## config.mk

```make
export PLATFORM = sky130hd
export DESIGN_NAME = nkms_ctrl
export DESIGN_NICKNAME = d
export VERILOG_FILES = /design/src/hw/rtl/nkms_pkg.sv /design/src/hw/rtl/nkms_ctrl.sv
export SDC_FILE = /design/constraint.sdc
export NUM_CORES = 1
export LEC_CHECK = 0
export ABC_AREA = 1
export BUFFER_PORTS_ARGS = -buffer_cell sky130_fd_sc_hd__buf_2
export CORE_AREA = 2 2 39 41
export DETAILED_ROUTE_END_ITERATION = 16
export DIE_AREA = 0 0 41 43
export PLACE_DENSITY_LB_ADDON = 0.1
export SLEW_MARGIN = 20
export SYNTH_ARGS = -nofsm -noshare
export SYNTH_HDL_FRONTEND = slang
export SYNTH_SLANG_ARGS = --single-unit
```

## constraint.sdc

```tcl
create_clock -name clk -period 1.3 [get_ports clk]
set_input_delay 0.325 -clock clk [delete_from_list [all_inputs] [get_ports clk]]
set_output_delay 0.325 -clock clk [all_outputs]
set_load 0.05 [all_outputs]
```

## src/hw/rtl/nkms_pkg.sv

```systemverilog
package nkms_pkg;

	localparam int KEY_W   = 31;
	localparam int TOTAL_W = 20;
	localparam int OCC_W   = 11;
	localparam logic [TOTAL_W-1:0] TOTAL_MOD = 20'd1000000;

	// Division of a key distance by TOTAL_MOD through a reciprocal multiply.
	localparam int QUOT_W      = 12;
	localparam int RECIP_W     = 32;
	localparam int RECIP_SHIFT = 51;
	localparam logic [RECIP_W-1:0] MOD_RECIP = 32'd2251799814;

	typedef enum logic [1:0] {
		OUT_STORED  = 2'd0,
		OUT_MATCHED = 2'd1,
		OUT_DROPPED = 2'd2
	} outcome_t;

	typedef enum logic [2:0] {
		ST_IDLE,
		ST_READ,
		ST_DECIDE,
		ST_SHIFT,
		ST_QUOT,
		ST_REM,
		ST_ACCUM,
		ST_DONE
	} state_t;

	typedef struct packed {
		logic load;
		logic rd;
		logic decide;
		logic shift;
		logic commit;
		logic quot;
		logic rem;
		logic accum;
	} ctrl_cmd_t;

	typedef struct packed {
		logic scan_end;
		logic shift_end;
		logic need_shift;
	} ctrl_sts_t;

endpackage

```

## src/hw/rtl/nkms_ctrl.sv

```systemverilog
module nkms_ctrl
	import nkms_pkg::*;
(
	input  logic      clk,
	input  logic      arst_n,
	input  logic      in_valid,
	output logic      in_ready,
	output logic      out_valid,
	input  logic      out_ready,
	input  ctrl_sts_t sts,
	output ctrl_cmd_t cmd
);
	state_t state_q, state_d;

	always_ff @(posedge clk or negedge arst_n) begin
		if (!arst_n) begin
			state_q <= ST_IDLE;
		end else begin
			state_q <= state_d;
		end
	end

	always_comb begin
		state_d = state_q;
		unique case (state_q)
			ST_IDLE:   if (in_valid) state_d = ST_READ;
			ST_READ:   if (sts.scan_end) state_d = ST_DECIDE;
			ST_DECIDE: state_d = sts.need_shift ? ST_SHIFT : ST_QUOT;
			ST_SHIFT:  if (sts.shift_end) state_d = ST_QUOT;
			ST_QUOT:   state_d = ST_REM;
			ST_REM:    state_d = ST_ACCUM;
			ST_ACCUM:  state_d = ST_DONE;
			ST_DONE:   if (out_ready) state_d = ST_IDLE;
			default:   state_d = ST_IDLE;
		endcase
	end

	always_comb begin
		cmd = '0;
		in_ready = 1'b0;
		out_valid = 1'b0;
		unique case (state_q)
			ST_IDLE: begin
				in_ready = 1'b1;
				cmd.load = in_valid;
			end
			ST_READ:   cmd.rd = 1'b1;
			ST_DECIDE: begin
				cmd.decide = 1'b1;
				cmd.commit = !sts.need_shift;
			end
			ST_SHIFT: begin
				cmd.shift = 1'b1;
				cmd.commit = sts.shift_end;
			end
			ST_QUOT:   cmd.quot = 1'b1;
			ST_REM:    cmd.rem = 1'b1;
			ST_ACCUM:  cmd.accum = 1'b1;
			ST_DONE:   out_valid = 1'b1;
			default: ;
		endcase
	end
endmodule

```

==> reports/metrics.cfg, run 1 <==
[status]
status=complete, but fails checks
violations=setup timing

[sta]
finalHoldViolCount=0
tightestPinTransition_ns=0.182
fin_crit_sh_pct=124
drv_slew=0
finalWorstSetupSlack_ns=-0.311
finalSetupViolCount=11
fmax_mhz=621
finalCriticalPeriod_ns=1.61
clock_skew_ns=0.0000543
rsz0062_at_grt=yes
slew_headroom_pct=87.8

[critical_path]
slowest_delay_ns=0.41
cp_top_family=flip-flops
critical_path_required_ns=0.98
crit_buf_inv=2
critPathMaxFanout=3
path_cells=buf_4 -> nor2_2 -> nand2_2 -> nor2_4 -> buf_6
cp.arrival_ns=1.29
cp_slowest_cell=dfrtp_2
crit_type=reg2out
cp-start-kind=register
endpoint_kind=output port

[synthesis]
synth_compound_area_share_pct=9.41
yosys.area_share.simple_pct=47.8
yosysUniqueCellTypes=16
yosysWarnings=0
netlist_top_cells_area=dfrtp_1, nand2_1, inv_1, nor2_1, nand3_1
synthMuxAreaShare_pct=0
ys.flop_type=dfrtp_1
synth_adder_area_share_pct=0
synthXorXnorAreaFrac_pct=0
synth_fp_nets=64
synth_top_cell_by_area=dfrtp_1
synth_area_sq_um=319
async_flop_share_pct=100
synth_seq_cells=3
ys_seq_area_share_pct=23.5
syn_inst=57
synth_edf_count=0
synthDominantCellAreaShare_pct=23.5
yosysMostFrequentCell=nand2_1
yosys-top-cells-count=nand2_1, inv_1, nor2_1, nand3_1
synth_area_per_cell_sq_um=5.60
synth_top_family_by_area=simple AND/OR/NAND/NOR gates

[cts]
cts_tree=done
root_buffer=clkbuf_4
cts.sinks=3
htreeDepth=1
cts_buffers=3
clk_pin_slew_ns=0.04
clock_path_buffers=2
clkLatencyLatePin_ns=0.23

[final_layout]
finalInstanceArea_sq_um=741
area_growth_pct=132
max_flop_register=state_q
nets=98
drive_gt1_share_pct=64.4
n_fill_cell=139
largestRegisters=state_q (3)
diodes=0
largest_reg_flops=3

[drt]
m1WireLength_um=421
met2_length_um=544
drtIter0Drc=2
drtAntennaViolNets=0
dr.max_layer_used=met4
dr.pass1.iters=2
drt_wl_total_um=1030
wire_per_inst_um=9.70
met3_wirelength_um=52
drc=0
vias=463
vias_per_cell=4.37

[floorplan]
core_sq_mm=0.00138
die_w_um=41
start_util_pct=23.1
rows=14
ios=17
die-area_sq_mm=0.00176
die-height_um=43

[placed_design]
place_congestion=0.815
io_buffer_count=16
hpwl_um=779
post_dp_cell_area_sq_um=559

[power_and_ir_drop]
leakagePower_nw=0.380
total_power_mw=2.26
p_per_area_mw_per_mm2=3060
vdd_drop_max_mv=1.24

[grt]
grt_start_max_net_pins=7
grt_pass1_wl_um=1730
antenna_found_initial=0
grt_usage_pct=14.5
grt_overflow_total=0
first_global_vias=428

[flow_run]
max_cap_viol_count=0

[hold_path]
hold_class=in2reg

[area by class of cell]
type / count / area [sq um] / share of cell area [%]
Multi-Input combinational cell: 39 / 268 / 36.1
Inverter: 13 / 58.8 / 7.94
Timing Repair Buffer: 31 / 289 / 39.0
Sequential cell: 3 / 78.8 / 10.6
Clock buffer: 4 / 26.3 / 3.55
Tap cell: 16 / 20.0 / 2.70
[routing by layer]
layer  global-route usage, %  vias to the layer above
met3                    4.19                        2
met5                       0                        -
met4                    4.00                        0
li1                        -                      242
met1                    19.5                      206
met2                    21.9                       13
[what timing repair did]
item / 4_1_cts / 5_1_grt
gates resized for setup: 37 / 1
pin swaps: 4 / 2
setup endpoints to repair: 13 / 13
hold buffers: 1 / 0
cloned: 0 / 0
buffers inserted: 4 / 0
hold endpoints to repair: 3 / 0
[worst min-delay path, stage by stage]
cell,delay (ns)
buf_2,0.07
inv_1,0.03
nand4_1,0.09
nand2_1,0.06
[logic make-up (layout without fill, tap and decap cells)]
logic type / Yosys count / in the layout
compound gates: 5 / 5
buf+inv: 15 / 48
flops: 3 / 3
simple gates: 34 / 34
[layout by cell type, fill, tap and decap left out, types with 2 or more instances in the layout]
master	count
nor2_4	6
nand2_1	10
buf_2	6
buf_4	11
buf_6	9
clkbuf_4	3
o21bai_1	2
dfrtp_2	3
nand3_1	5
clkinvlp_4	2
nand2_2	4
inv_1	6
nor2_1	3
inv_2	4
buf_8	3
[final timing paths]
check	startpoint	end	slack, ns	cells after the start
min in group asynchronous	arst_n	state_q[0]	0.42	2
setup reg to reg	state_q[1]	state_q[0]	-0.01	8
hold reg to reg	state_q[2]	state_q[2]	0.68	2
hold / removal	out_ready	state_q[2]	0.39	4
max in group asynchronous	arst_n	state_q[1]	0.77	2
setup / recovery	state_q[0]	cmd[7]	-0.31	5
[per-stage QoR]
step	utilization (%)	hold slack, ns	worst slack [ns]	std cells	TNS (ns)
finish	53.5	0.385	-0.311	106	-2.33
global route	53.5	0.419	-0.365	106	-3.03
global placement	40.4	0.123	-0.219	98	-1.42
detailed placement	40.4	0.124	-0.239	98	-1.50
floorplan	-	0.0294	-0.205	57	-0.509
CTS	54.1	0.378	-0.320	107	-2.62
[report_power, final]
part	total [mW]	leakage (nW)	internal [mW]	switching, mW
Sequential	0.232	0.0332	0.154	0.0784
Combinational	1.87	0.332	0.807	1.06
Clock	0.164	0.0150	0.115	0.0490
Power figures use the tool's default switching activity.
==> run 2: changes to the inputs <==
- BUFFER_PORTS_ARGS: -buffer_cell sky130_fd_sc_hd__buf_2 -> -buffer_cell sky130_fd_sc_hd__buf_4
- CELL_PAD_IN_SITES_DETAIL_PLACEMENT: default -> 1
- CELL_PAD_IN_SITES_GLOBAL_PLACEMENT: default -> 2
- CORE_AREA: 2 2 39 41 -> default
- CORE_MARGIN: default -> 2
- CORE_UTILIZATION: default -> 18
- DIE_AREA: 0 0 41 43 -> default
==> reports/metrics.cfg, run 2 (same netlist as run 1, synthesis figures left out) <==
[cts]
cts_buffers=3  ; unchanged
htreeDepth=1  ; unchanged
cts_tree=done  ; unchanged
clk_pin_slew_ns=0.04  ; about the same
cts.sinks=3  ; unchanged
root_buffer=clkbuf_4  ; unchanged
clock_path_buffers=2  ; unchanged
clkLatencyLatePin_ns=0.23  ; about the same

[hold_path]
hold_class=in2async  ; was in2reg

[final_layout]
nets=103  ; was 98
final_common_cell=buf_4  ; unchanged
area_growth_pct=149  ; was 132%
fin_util_pct=47.1  ; was 53.5%
finalInstanceArea_sq_um=796  ; was 741 sq um
largestRegisters=state_q (3)  ; unchanged
final_cell_mix=buf_4, nand2_1, buf_6, nor2_4, inv_1  ; was buf_4, nand2_1, buf_6
max_flop_register=state_q  ; unchanged
diodes=0  ; unchanged
largest_reg_flops=3  ; unchanged
drive_gt1_share_pct=69.5  ; was 64.4%

[power_and_ir_drop]
leakagePower_nw=0.410  ; was 0.380 nW
clockPowerShare_pct=6.9  ; was 7.2%
p_per_area_mw_per_mm2=3000  ; was 3060 mW/mm^2
power.internal_mw=1.14  ; was 1.08 mW
combPwrFrac_pct=83.0  ; was 82.5%
p_switching_mw=1.25  ; was 1.19 mW
vdd_drop_max_mv=1.18  ; was 1.24 mV
swShare_pct=52.4  ; was 52.5%
total_power_mw=2.39  ; was 2.26 mW
pwr-share-seq_pct=10.1  ; was 10.2%

[status]
violations=setup timing  ; unchanged
status=complete, but fails checks  ; unchanged

[drt]
drtAntennaViolNets=0  ; unchanged
vias_per_cell=4.32  ; was 4.37
vias=484  ; was 463
drt_wl_total_um=1260  ; was 1030 um
wire_per_inst_um=11.2  ; was 9.70 um
dr.pass1.iters=3  ; was 2
drc=0  ; unchanged
drtIter0Drc=2  ; unchanged

[critical_path]
cp-start-kind=register  ; unchanged
cp_slowest_cell=dfrtp_2  ; unchanged
path_cells=inv_2 -> nand2_2 -> or2_4 -> o21ai_4 -> buf_6  ; was buf_4 -> nor2_2 -> nand2_2 -> nor2_4 -> buf_6
slowest_delay_ns=0.42  ; was 0.41 ns
critical_path_required_ns=0.98  ; about the same
r2r_setup_slack_ns=-0.01  ; about the same
endpoint_kind=output port  ; unchanged
critPathMaxFanout=4  ; was 3
crit_type=reg2out  ; unchanged
cp.arrival_ns=1.28  ; was 1.29 ns

[placed_design]
hpwl_um=957  ; was 779 um
io_buffer_count=16  ; unchanged
post_dp_cell_area_sq_um=618  ; was 559 sq um
place_congestion=0.705  ; was 0.815

[grt]
grt_start_max_net_pins=7  ; unchanged
first_global_vias=507  ; was 428
antenna_found_initial=0  ; unchanged
grt_overflow_total=0  ; unchanged
grt_pass1_wl_um=2160  ; was 1730 um
grt_usage_pct=14.5  ; about the same

[sta]
tightestPinTransition_ns=0.270  ; was 0.182 ns
finalWorstSetupSlack_ns=-0.309  ; was -0.311 ns
slew_headroom_pct=81.8  ; was 87.8%
clock_skew_ns=0.00591  ; was 0.0000543 ns
finalCriticalPeriod_ns=1.61  ; about the same
drv_slew=0  ; unchanged
finalSetupViolCount=13  ; was 11
fin_setup_tns_ns=-2.56  ; was -2.33 ns
fin_crit_sh_pct=124  ; about the same
fmax_mhz=621  ; about the same
finalHoldViolCount=0  ; unchanged
whs_ns=0.432  ; was 0.385 ns
rsz0062_at_grt=yes  ; unchanged

[flow_run]
max_cap_viol_count=0  ; unchanged

[floorplan]
die-area_sq_mm=0.00213  ; was 0.00176 sq mm
core_sq_mm=0.00169  ; was 0.00138 sq mm
die_w_um=46.1  ; was 41 um
ios=17  ; unchanged
rows=15  ; was 14
start_util_pct=18.9  ; was 23.1%
die-height_um=46.1  ; was 43 um

-- run 2: layout make-up --
| type | instances | area, sq um |
|---|---|---|
| fillers | 211 | 893 |
| repair buffers | 36 | 325 |
| multi-input cells | 39 | 285 |
| flip-flops and latches | 3 | 78.8 |
| inverters | 13 | 58.8 |
| clock buffers | 4 | 26.3 |
| well taps | 17 | 21.3 |
-- run 2: routing by layer --
| metal | vias up | track usage (%) | wire [um] |
|---|---|---|---|
| met2 | 10 | 23.6 | 696 |
| li1 | 252 | - | - |
| met1 | 222 | 18.0 | 516 |
| met3 | 0 | 4.31 | 46 |
| met5 | - | 0 | 0 |
| met4 | 0 | 5.14 | 0 |
-- run 2: repair_timing --
item | CTS | global route
gates resized for setup | 27 | 5
endpoints found under the setup margin | 12 | 13
endpoints found under the hold margin | 3 | 0
pin swaps | 6 | 3
buffers inserted | 3 | 2
hold buffers | 1 | 0
gates cloned | 0 | 0
-- run 2: power groups by stage --
| stage | sequential (mW) | clock (mW) | combinational [mW] |
|---|---|---|---|
| final | 0.241 | 0.164 | 1.98 |
| after global routing | 0.253 | 0.176 | 2.12 |
| after CTS | 0.243 | 0.164 | 1.92 |
| after detailed placement | 0.228 | 0 | 1.56 |
| after global placement | 0.220 | 0 | 1.57 |
| after floorplan | 0.182 | 0 | 1.03 |
-- run 2: metrics by stage --
| step | setup WS [ns] | cells |
|---|---|---|
| global route | -0.376 | 112 |
| global placement | -0.189 | 103 |
| CTS | -0.328 | 111 |
| finish | -0.309 | 112 |
| detailed placement | -0.160 | 103 |
| floorplan | -0.205 | 57 |
-- run 2: worst max-delay path, delay by kind of cell (launching register included) --
family	cells	cell delay [ns]
AO/OA/AOI/OAI	1	0.12
flip-flops	1	0.42
AND/OR/NAND/NOR	2	0.29
buffers and inverters	2	0.24
-- run 2: path summary, 6_finish.rpt --
path	start	to	cells after the start
worst min register to register	state_q[0]	state_q[0]	4
worst max-delay path	state_q[0]	cmd[3]	5
worst min-delay path	arst_n	state_q[2]	2
worst max register to register	state_q[1]	state_q[2]	8
min in group clk	out_ready	state_q[2]	4
max in group asynchronous	arst_n	state_q[0]	2
